<file path="config.mk">
export PLATFORM = sky130hd
export DESIGN_NAME = table_homing_sequencer
export DESIGN_NICKNAME = d
export VERILOG_FILES = /design/src/hw/rtl/thseq_pkg.sv /design/src/hw/rtl/table_homing_sequencer.sv
export SDC_FILE = /design/constraint.sdc
export NUM_CORES = 1
export LEC_CHECK = 0
export BUFFER_PORTS_ARGS = -buffer_cell sky130_fd_sc_hd__buf_2
export CAP_MARGIN = 20
export CORE_ASPECT_RATIO = 1.5
export CORE_MARGIN = 5
export CORE_UTILIZATION = 30
export DETAILED_ROUTE_END_ITERATION = 10
export GPL_ROUTABILITY_DRIVEN = 0
export GPL_TIMING_DRIVEN = 0
export HOLD_SLACK_MARGIN = 0.02
export MAX_ROUTING_LAYER = met4
export PLACE_DENSITY = 0.49
export SLEW_MARGIN = 10
export SYNTH_ARGS = -nofsm -noshare
export SYNTH_HDL_FRONTEND = slang
export SYNTH_SLANG_ARGS = --single-unit
</file>
<file path="constraint.sdc">
create_clock -name clk -period 2.17 [get_ports clk]
set_input_delay 0.434 -clock clk [delete_from_list [all_inputs] [get_ports clk]]
set_output_delay 0.434 -clock clk [all_outputs]
set_load 0.02 [all_outputs]
</file>
<file path="src/hw/rtl/thseq_pkg.sv">
// Shared types and constants for the table homing sequencer.
`timescale 1ns / 1ps
`default_nettype none

package thseq_pkg;

  // Sequencer phases. Codes five to seven never occur in normal operation.
  typedef enum logic [2:0] {
    PH_SEEK_MOTOR_END = 3'd0,
    PH_SEEK_ENC_END   = 3'd1,
    PH_SEEK_PE        = 3'd2,
    PH_BACKOFF        = 3'd3,
    PH_FINISH         = 3'd4
  } phase_t;

  localparam int unsigned BACKOFF_W = 17;
  localparam int unsigned COUNT_W   = 16;

  // Configuration register indexes.
  typedef enum logic {
    CFG_SENSOR_OFF_LEVEL = 1'b0,
    CFG_STEP_BACK_COUNT  = 1'b1
  } cfg_index_t;

  localparam logic [COUNT_W-1:0] STEP_BACK_RESET = 16'd100;

  // One result item.
  typedef struct packed {
    logic homing_active;
    logic ready_res;
    logic pe_out;
    logic step_direction;
    logic motor_step;
  } result_t;

endpackage

`default_nettype wire

</file>
<file path="src/hw/rtl/table_homing_sequencer.sv">
// Top level of the table homing sequencer: phase sequencer, back-off counter, result register.
`timescale 1ns / 1ps
`default_nettype none

// Each accepted input request is one tick of the homing sequence. The block
// takes one request per clock cycle and presents its result in the next cycle
// from a result register; the only loop is the phase and back-off counter
// update, which completes in the accepting cycle, so the sustained rate is one
// request per cycle whenever the output side is ready. in_tready drops only
// while a finished result waits in the result register and the downstream
// side is stalling. A homing run steps + toward the motor-side end, - toward
// the encoder-side end, + toward the PE sensor, then step_back_count+1 steps
// back, and finishes in the finish phase that follows by setting ready_res. Before that,
// pe_out mirrors manual_pe; afterwards it is derived from the PE and
// motor-side end sensors. Configuration writes are always accepted and are
// expected only while no request is in flight.
module table_homing_sequencer (
  input  wire logic                        clk,
  input  wire logic                        rst_n,
  // Input stream.
  input  wire logic                        in_tvalid,
  output logic                             in_tready,
  // Bits from 0: start_homing, restart, motor_end_level, encoder_end_level,
  // paper_end_level, manual_pe, two zero pad bits.
  input  wire logic [7:0]                  in_tdata,
  // Result stream.
  output logic                             out_tvalid,
  input  wire logic                        out_tready,
  // Bits from 0: motor_step, step_direction, pe_out, ready_res,
  // homing_active, three zero pad bits.
  output logic [7:0]                       out_tdata,
  // Configuration write channel.
  input  wire logic                        cfg_valid,
  output logic                             cfg_ready,
  input  wire thseq_pkg::cfg_index_t       cfg_index,
  input  wire logic [15:0]                 cfg_data
);
  import thseq_pkg::*;

  // Configuration registers.
  logic               sensor_off_level_r;
  logic [COUNT_W-1:0] step_back_count_r;

  // Sequencer state.
  phase_t               phase_r, phase_nxt;
  logic [BACKOFF_W-1:0] backoff_r, backoff_nxt;
  logic                 run_req_r, run_req_nxt;
  logic                 homed_r, homed_nxt;

  // Result register.
  logic    out_valid_r;
  result_t res_r, res_nxt;

  logic in_accept;
  logic start_homing, restart, motor_end_level, encoder_end_level;
  logic paper_end_level, manual_pe;
  logic run_eff;
  phase_t phase_eff;
  logic motor_off, enc_off, pe_off;
  logic backoff_more;

  assign start_homing      = in_tdata[0];
  assign restart           = in_tdata[1];
  assign motor_end_level   = in_tdata[2];
  assign encoder_end_level = in_tdata[3];
  assign paper_end_level   = in_tdata[4];
  assign manual_pe         = in_tdata[5];

  // The result register frees up when it is empty or being drained.
  assign in_tready = !out_valid_r || out_tready;
  assign in_accept = in_tvalid && in_tready;
  assign cfg_ready = 1'b1;

  // A start request latches before sequencing, and restart rewinds the phase
  // before the phase logic looks at it.
  assign run_eff   = run_req_r || start_homing;
  assign phase_eff = restart ? PH_SEEK_MOTOR_END : phase_r;

  assign motor_off    = (motor_end_level == sensor_off_level_r);
  assign enc_off      = (encoder_end_level == sensor_off_level_r);
  assign pe_off       = (paper_end_level == sensor_off_level_r);
  assign backoff_more = (backoff_r <= {1'b0, step_back_count_r});

  // Next-state logic.
  always_comb begin
    phase_nxt   = phase_eff;
    backoff_nxt = backoff_r;
    run_req_nxt = run_eff;
    homed_nxt   = homed_r;
    if (run_eff) begin
      case (phase_eff)
        PH_SEEK_MOTOR_END: begin
          if (!motor_off) phase_nxt = PH_SEEK_ENC_END;
        end
        PH_SEEK_ENC_END: begin
          if (!enc_off) phase_nxt = PH_SEEK_PE;
        end
        PH_SEEK_PE: begin
          if (!pe_off) phase_nxt = PH_BACKOFF;
        end
        PH_BACKOFF: begin
          if (backoff_more) begin
            backoff_nxt = backoff_r + BACKOFF_W'(1);
          end else begin
            backoff_nxt = '0;
            phase_nxt   = PH_FINISH;
          end
        end
        PH_FINISH: begin
          phase_nxt   = PH_SEEK_MOTOR_END;
          run_req_nxt = 1'b0;
          homed_nxt   = 1'b1;
        end
        default: begin
          phase_nxt = PH_SEEK_MOTOR_END;
        end
      endcase
    end
  end

  // Output logic for the tick being accepted.
  always_comb begin
    res_nxt = '0;
    if (run_eff) begin
      case (phase_eff)
        PH_SEEK_MOTOR_END: begin
          res_nxt.motor_step     = motor_off;
          res_nxt.step_direction = motor_off;
        end
        PH_SEEK_ENC_END: begin
          res_nxt.motor_step = enc_off;
        end
        PH_SEEK_PE: begin
          res_nxt.motor_step     = pe_off;
          res_nxt.step_direction = pe_off;
        end
        PH_BACKOFF: begin
          res_nxt.motor_step = backoff_more;
        end
        default: begin
          res_nxt.motor_step = 1'b0;
        end
      endcase
    end
    // Once homed, PE reads high when the PE sensor is off, else it follows
    // whether the motor-side end is triggered.
    if (homed_nxt) begin
      res_nxt.pe_out = pe_off || !motor_off;
    end else begin
      res_nxt.pe_out = manual_pe;
    end
    res_nxt.ready_res     = homed_nxt;
    res_nxt.homing_active = run_req_nxt;
  end

  always_ff @(posedge clk) begin
    if (!rst_n) begin
      sensor_off_level_r <= 1'b0;
      step_back_count_r  <= STEP_BACK_RESET;
    end else if (cfg_valid && cfg_ready) begin
      case (cfg_index)
        CFG_SENSOR_OFF_LEVEL: sensor_off_level_r <= cfg_data[0];
        CFG_STEP_BACK_COUNT:  step_back_count_r  <= cfg_data;
        default:              sensor_off_level_r <= sensor_off_level_r;
      endcase
    end
  end

  always_ff @(posedge clk) begin
    if (!rst_n) begin
      phase_r   <= PH_SEEK_MOTOR_END;
      backoff_r <= '0;
      run_req_r <= 1'b0;
      homed_r   <= 1'b0;
    end else if (in_accept) begin
      phase_r   <= phase_nxt;
      backoff_r <= backoff_nxt;
      run_req_r <= run_req_nxt;
      homed_r   <= homed_nxt;
    end
  end

  always_ff @(posedge clk) begin
    if (!rst_n) begin
      out_valid_r <= 1'b0;
    end else if (in_accept) begin
      out_valid_r <= 1'b1;
    end else if (out_tready) begin
      out_valid_r <= 1'b0;
    end
  end

  always_ff @(posedge clk) begin
    if (in_accept) begin
      res_r <= res_nxt;
    end
  end

  assign out_tvalid = out_valid_r;
  assign out_tdata  = {3'b000, res_r.homing_active, res_r.ready_res, res_r.pe_out,
                       res_r.step_direction, res_r.motor_step};

  // Homed is sticky until reset.
  a_homed_sticky: assert property (@(posedge clk) disable iff (!rst_n)
    homed_r |=> homed_r)
    else $error("homed flag cleared without reset");

  // A plus direction is only reported together with a step.
  a_dir_with_step: assert property (@(posedge clk) disable iff (!rst_n)
    (out_valid_r && res_r.step_direction) |-> res_r.motor_step)
    else $error("direction set without a step");

  // Finishing a run rewinds the phase and drops the run request together.
  a_finish_clean: assert property (@(posedge clk) disable iff (!rst_n)
    $rose(homed_r) |-> (phase_r == PH_SEEK_MOTOR_END) && !run_req_r)
    else $error("run finished with phase or request left set");

  // A stalled result is never overwritten.
  a_no_overwrite: assert property (@(posedge clk) disable iff (!rst_n)
    (out_valid_r && !out_tready) |-> !in_accept)
    else $error("new request accepted over a stalled result");

endmodule

`default_nettype wire

</file>
==> Word level (Yosys, flattened, before mapping) <==
Cells that the tools add are included.
{ "totals": {"romBits": 0, "word_cells": 50, "inputBits": 30, "mem_bits_rw": 0, "latch_bits": 0, "regBits": 45, "memories": 0, "out_inout_bits": 11} }
{ "op_classes": {"n_mux": 17, "n_reduce_logical": 11, "n_shift": 0, "order_cmp": 1, "addsub": 1, "div_mod_pow": 0, "n_bitwise": 1, "n_mul": 0, "n_eq_ne": 7} }
{ "ops": {"columns": ["op", "n"], "rows": [
  ["2-to-1 mux 3 bit", 6],
  ["adder 17 x 1 -> 17 bit (second input constant)", 1],
  ["<= comparator 17 x 16 -> 1 bit", 1],
  ["2-to-1 mux 17 bit", 1],
  ["case mux 3 bit (4 select lines)", 1],
  ["2-to-1 mux 1 bit", 7],
  ["== test 3 x 2 -> 1 bit (second input constant)", 2],
  ["case mux 1 bit (4 select lines)", 1],
  ["AND reduction 2 bit", 2],
  ["== test 1 bit", 3],
  ["== test 3 x 1 -> 1 bit (second input constant)", 1],
  ["== test 3 bit (second input constant)", 1],
  ["zero test 3 bit", 1],
  ["logical OR 1 bit", 3],
  ["AND reduction 3 bit", 1],
  ["zero test 1 bit", 2],
  ["case mux 1 bit (2 select lines)", 1],
  ["nonzero test 2 bit", 1],
  ["logical AND 1 bit", 1],
  ["inverter 1 bit", 1]
]} }

==> Depth between registers and ports, before layout <==
Gate-level depths: netlist (run 1).
{ "depth": {"word_depth": 5, "ltp_mapped": 8, "mapped_depth_nobuf": 7} }

==> Least setup slack after synthesis (run 1) <==
No wires, ideal clock.
{ "synth_timing": {"path_type": "register -> register", "startpoint": "reg step_back_count_r[15]", "endpoint": "reg backoff_r[10]", "synth_period_minus_slack_ps": 2164, "slack_ps": 6, "setup_ps": 118, "required_time_ps": 2052, "path_stages_with_launch": 9, "arrival_time_ps": 2047, "path_buffers": 1, "cell_sequence": "dfxtp_1 > inv_1 > ha_1 > nand4b_4 > or3_1 > o2111a_1 > a211oi_4 > buf_6 > nor3b_1"} }
{ "synth_via": {"elab_chain_cells": 2} }
{ "synth_lines": {"columns": ["element", "line_no", "text"], "rows": [
  ["start, declared", "table_homing_sequencer.sv:42", "logic [COUNT_W-1:0] step_back_count_r;"],
  ["start signal, assigned", "table_homing_sequencer.sv:163", "CFG_STEP_BACK_COUNT: step_back_count_r <= cfg_data;"],
  ["<= comparator 17 x 16 -> 1 bit", "table_homing_sequencer.sv:82", "assign backoff_more = (backoff_r <= {1'b0, step_back_count_r});"],
  ["2-to-1 mux 17 bit", "table_homing_sequencer.sv:102", "if (backoff_more) begin"],
  ["end signal, assigned", "table_homing_sequencer.sv:177", "backoff_r <= backoff_nxt;"],
  ["end, declared", "table_homing_sequencer.sv:46", "logic [BACKOFF_W-1:0] backoff_r, backoff_nxt;"]
]} }
Every way passes these cells.
A chain may end at the register's enable or synchronous reset.

==> Worst setup path in the final report (run 1) <==
{ "layout_timing": {"startpoint": "reg step_back_count_r[15]", "endpoint": "reg backoff_r[9]"} }
Same word-level chain as after synthesis.

==> impl_metrics.tcl, run 1 <==
set metrics [dict create \
    dieArea_um2 10600 \
    synth_warnings 0 \
    wl_met3_um 198 \
    wl_per_cell_um 14.2 \
    pwr-share-seq 0.449 \
    viasPerCell 4.83 \
    cp_top_family "compound AO/OA/AOI/OAI gates" \
    crit_slowest_cell "or3_4" \
    cts.sinks 45 \
    crit_chain "inv_2 > ha_4 > nand4b_4 > or3_4 > o2111a_2 > a211oi_4 > buf_6 > buf_6 > nor3b_1" \
    period_share 0.973 \
    outcome "finished, final reports clean" \
    cts_max_level 2 \
    root_buffer "clkbuf_16" \
    rrSetupSlack_ns 0.06 \
    clock_latency_ns 0.29 \
    netlist.area_leader.share 0.309 \
    switching_power_mw 0.465 \
    top_layer "met4" \
    fin_nets 403 \
    syn_avg_cell_area_um2 8.51 \
    max_stage_delay_ns 0.35 \
    yosysMostFrequentCell "nand2_1" \
    synth-async-reset-ratio 0 \
    crit_end "backoff_r[9]" \
    tns_ns 0 \
    cts_tree "yes" \
    cts_buffer_depth 2 \
    multiInputGateArea_um2 1610 \
    synth_top_area_cell "dfxtp_1" \
    fin_ws_ns 0.0581 \
    p_leak_nw 1.24 \
    seqCellArea_um2 962 \
    total_power_mw 1.98 \
    p_sw_frac 0.235 \
    globalRouteOverflowTotal 0 \
    post-route-drc-count 0 \
    setup_violations 0 \
    stdcell_area_um2 3270 \
    p_per_area_nw_per_um2 604 \
    slew_violations 0 \
    initial_core_util 0.308 \
    clockPowerShare 0.435 \
    met2_wirelength_um 3500 \
    area_growth_pct 26.1 \
    start_kind "register" \
    dpl-instance-area_um2 2910 \
    worstPathRequired_ns 2.35 \
    post-route-min-period_ns 2.11 \
    finalHoldViolations 0 \
    drv_cap 0 \
    cp-end-kind "register" \
    wl_um 6590 \
    antenna_found_initial 0 \
    num_vias 2243 \
    timing.critical_path.buf_inv 3 \
    core_area_um2 8410 \
    hpwl_um 4980 \
    hp-start "cfg_data[6]" \
    cp.arrival_ns 2.29 \
    die_h_um 124 \
    synth.distinct_cells 48 \
    rsz0062_at_grt "yes" \
    path_clk_slew_ns 0.06 \
    comb_power_share 0.116 \
    grt_first_pass_wirelength_um 10900 \
    tightestPinTransition_ns 0.526 \
    io_buffer_count 34 \
    layout-drive-gt1-share 0.244 \
    rows 41 \
    yosys-top-cells-count "47 x nand2_1, 40 x dfxtp_1, 21 x inv_1" \
    setup.worst_path.class "reg -> reg" \
    finalClockSkew_ns 0.00608 \
    dr.pass1.iters 4 \
    ant_nets 0 \
    syn_area_um2 2590 \
    syn_inst 305 \
    critPathMostFrequentCell "buf_6" \
    cts_hold_buf 0 \
    r2r-start "step_back_count_r[15]" \
    post-route-util 0.389 \
    cp-startpoint "step_back_count_r[15]" \
    drt_iter0_drc 122 \
    ys_top_cells_by_area "dfxtp_1 31%, ha_1 8.2%, nand2_1 6.8%" \
    maxSlewHeadroom 0.645 \
    clock.fmax_mhz 474 \
    cts_made_buffers 5 \
    ir_worst_vdd_v 0.000448 \
    wl_met1_um 2730 \
    grt_pass1_vias 2255 \
    critical_path_depth 9 \
    cp_max_fo 5 \
    power.internal_mw 1.51 \
    synth_edf_count 5 \
    gr-usage-all-layers 0.135 \
    seq_area_frac_synth 0.366 \
    grt_max_degree 14 \
    reg2reg_depth 9 \
    place_ws_ns -0.250 \
    antenna_cells 0 \
    io_pins 41 \
    ys_ff_latch 45 \
    fill_cells 893 \
    reg2reg_to "backoff_r[9]" \
    die-width_um 85.9 \
    synth_flop_cell "dfxtp_1" \
    hold_class "in -> reg" \
]
## layer usage
metal,vias to the layer above,track usage
met4,0,0.0594
met2,37,0.240
li1,1159,-
met1,1035,0.146
met3,12,0.0212
met5,-,-
## worst register-to-register path: stages, from the launching register on
cell,delay (ns)
dfxtp_2,0.33
inv_2,0.05
ha_4,0.27
nand4b_4,0.12
or3_4,0.35
o2111a_2,0.31
a211oi_4,0.24
buf_6,0.15
buf_6,0.12
nor3b_1,0.05
## stage by stage
stage | cells | hold WS, ns
2_1_floorplan | 307 | 0.443
3_3_place_gp | 448 | 0.454
3_5_place_dp | 448 | 0.458
4_1_cts | 462 | 0.383
5_1_grt | 464 | 0.386
6_report | 464 | 0.381
## flip-flops by register name (all words and copies together), names as in the netlist
register and cells:
backoff_r 17, step_back_count_r 16, out_tdata 5, phase_r 3
homed_r 1, out_tvalid 1, run_req_r 1, sensor_off_level_r 1
## cells by family (layout without fill, tap and decap cells)
family | Yosys count | count (layout) | synth area share
flops | 45 | 45 | 0.366
compound gates | 57 | 57 | 0.154
simple gates | 130 | 130 | 0.274
mux | 2 | 2 | 0.00771
buf+inv | 37 | 87 | 0.0627
other cells | 2 | 4 | 0.00289
fa+ha+maj | 17 | 17 | 0.0820
xor+xnor | 15 | 15 | 0.0506
## layout make-up
type,count,area share
Timing Repair Buffer,43,0.0761
Clock buffer,6,0.0394
Sequential cell,45,0.294
Clock inverter,2,0.0103
Inverter,21,0.0241
Tap cell,107,0.0409
Multi-Input combinational cell,225,0.491
Buffer,15,0.0245
## how the worst min path moves through the flow
stage	cells past startpoint	endpoint	slack (ns)
finish	3	step_back_count_r[6]	0.38
global placement	2	step_back_count_r[11]	0.45
floorplan	2	step_back_count_r[14]	0.44
global route	3	step_back_count_r[10]	0.39
CTS	3	step_back_count_r[6]	0.38
detailed placement	2	step_back_count_r[3]	0.46
## cell usage in the layout (no fill, tap or decap), types with 6 or more instances in the layout
cell type / Yosys / layout
dfxtp_1: 40 / 31
a21oi_1: 9 / 8
dfxtp_2: 0 / 9
ha_1: 17 / 11
xnor2_1: 10 / 10
inv_1: 21 / 19
o21ai_0: 12 / 12
ha_4: 0 / 6
nor3b_1: 14 / 10
buf_4: 4 / 10
clkbuf_1: 10 / 10
nand2_1: 47 / 46
buf_2: 1 / 35
nor3_1: 9 / 9
a21boi_0: 16 / 16
nand2b_1: 6 / 6
nand3_1: 13 / 13
nor2_1: 12 / 12
## power by group through the flow
stage / Clock [mW] / Sequential (mW) / Combinational [mW]
2_1_floorplan: 0 / 0.913 / 0.130
3_3_place_gp: 0 / 0.905 / 0.212
3_5_place_dp: 0 / 0.905 / 0.213
4_1_cts: 0.875 / 0.887 / 0.223
5_1_grt: 0.911 / 0.890 / 0.258
6_report: 0.861 / 0.888 / 0.229
## repair_timing
| action | CTS | global route |
|---|---|---|
| gates resized for setup | 15 | 15 |
| setup buffers | 5 | 3 |
| pin swaps | 2 | 7 |
| endpoints found under the setup margin | 15 | 16 |
| cloned | 1 | 0 |
Power figures use the tool's default switching activity.
==> run 2, diff against run 1 <==
- HOLD_SLACK_MARGIN: 0.02 -> 0.12
- SETUP_SLACK_MARGIN: unset -> 0.2
==> run 2 against run 1 <==
Worst setup slack got worse by 0.0012 ns. Combinational power is 6% higher. Critical path depth stayed put. Cell count grew 1.9%. Sequential power about the same. Hold slack worse by 0.0084 ns. Total power shrank 3.5%. Sequential share of layout area shrank 1.2 points. First-iteration DRC count is 28% lower. Register-to-register slack about the same. Clock skew grew 0.0019 ns. Largest cell class unchanged. Highest routed layer unchanged.
==> impl_metrics.tcl, run 2 (synthesis gave the netlist of run 1 again) <==
set metrics [dict create \
    outcome "finished, final reports clean" \
    rows 41 \
    setup_violations 0 \
    viasPerCell 4.86 \
    fin_ws_ns 0.0569 \
    r2r-start "step_back_count_r[15]" \
    placed_cells 448 \
    wl_per_cell_um 14.3 \
    clock_latency_ns 0.29 \
    die_h_um 124 \
    p_per_area_nw_per_um2 549 \
    cp_top_family "compound AO/OA/AOI/OAI gates" \
    drt_iter0_drc 88 \
    io_buffer_count 34 \
    finalHoldViolations 0 \
    hp-start "cfg_data[5]" \
    cts_buffer_depth 2 \
    die-width_um 85.9 \
    grt_max_degree 15 \
    met1_usage 0.140 \
    path_clk_slew_ns 0.06 \
    timing.critical_path.buf_inv 3 \
    initial_core_util 0.308 \
    final-instance-count-excl-fill 473 \
    worstPathRequired_ns 2.34 \
    period_share 0.974 \
    area_growth_pct 34.0 \
    max_stage_delay_ns 0.35 \
    start_kind "register" \
    p_leak_nw 1.30 \
    post-route-drc-count 0 \
    layout-drive-gt1-share 0.358 \
    io_pins 41 \
    crit_chain "inv_2 > ha_4 > nand4b_4 > or3_4 > o2111a_2 > a211oi_4 > buf_4 > buf_6 > nor3b_2" \
    num_vias 2297 \
    cts_made_buffers 5 \
    ir_worst_vdd_v 0.000272 \
    mostFrequentLayoutCells "46 x nand2_1, 35 x buf_2, 20 x dfxtp_2" \
    antenna_found_initial 0 \
    place_ws_ns -0.112 \
    largest_register_ffs 17 \
    cp-end-kind "register" \
    ant_nets 0 \
    mostFrequentLayoutCell "nand2_1" \
    core_area_um2 8410 \
    holdPathStages 3 \
    hold_class "in -> reg" \
    hpwl_um 5080 \
    globalRouteOverflowTotal 0 \
    fin_nets 412 \
    cts_max_level 2 \
    cp-startpoint "step_back_count_r[15]" \
    root_buffer "clkbuf_16" \
    reg2reg_depth 9 \
    setup.worst_path.class "reg -> reg" \
    tns_ns 0 \
    top_register "backoff_r" \
    clock.fmax_mhz 473 \
    busiest_layer "met2" \
    crit_slowest_cell "or3_4" \
    slew_violations 0 \
    post-route-util 0.413 \
    hold_ws_ns 0.373 \
    maxSlewHeadroom 0.615 \
    met2_usage 0.249 \
    dieArea_um2 10600 \
    critical_path_depth 9 \
    finalClockSkew_ns 0.00796 \
    drv_cap 0 \
    rsz0062_at_grt "yes" \
    cp.arrival_ns 2.29 \
    cts_tree "yes" \
    cts.sinks 45 \
    grt_first_pass_wirelength_um 10800 \
    tightestPinTransition_ns 0.577 \
    grt_pass1_vias 2213 \
    gr-usage-all-layers 0.135 \
    antenna_cells 0 \
    post-route-min-period_ns 2.11 \
    wl_um 6780 \
    use_met3 0.0251 \
    dr.pass1.iters 4 \
    cp_max_fo 5 \
]
run 2: timing repair:
item                                    in CTS  in global routing
gates resized for setup                     12                 43
cloned                                       1                  0
hold buffers                                 0                  0
setup buffers                                8                  8
pin swaps                                    5                 17
endpoints found under the setup margin      19                 20
run 2: final cells by class:
type                       instances  area [um^2]
inverter                          21         78.8
tap                              107          134
buffer                            16         83.8
timing repair buffer              51          309
clock buffer                       7          143
fill                             868         4930
multi-input combinational        225         1740
sequential                        45          980
clock inverter                     1         7.51
run 2: metrics by stage:
step,power [mW],area (um^2)
after CTS,1.93,3240
final,1.91,3480
after floorplan,1.05,2660
after global routing,2.00,3480
after global placement,1.13,2960
after detailed placement,1.13,2960
run 2: routing by layer:
metal	share of wire	up-vias	wire length, um
met5	0	-	0
met4	0.025	0	169
met3	0.037	10	251
met2	0.54	40	3630
met1	0.40	1072	2730
li1	-	1175	-
run 2: worst paths after layout:
path / slack [ns] / end
worst max register to register: 0.06 / backoff_r[10]
worst min register to register: 0.46 / step_back_count_r[11]
worst min-delay path: 0.37 / step_back_count_r[5]
worst max-delay path: 0.06 / backoff_r[10]
run 2: where the power goes:
part | internal, mW | switching (mW) | leakage, nW | total, mW
Clock | 0.459 | 0.320 | 0.0701 | 0.779
Combinational | 0.106 | 0.136 | 0.840 | 0.242
Sequential | 0.872 | 0.0158 | 0.385 | 0.888
run 2: worst min-delay path, delay by kind of cell:
| kind | cells | cell delay [ns] |
|---|---|---|
| AND/OR/NAND/NOR | 1 | 0.04 |
| buffers and inverters | 1 | 0.07 |
| AO/OA/AOI/OAI | 1 | 0.08 |
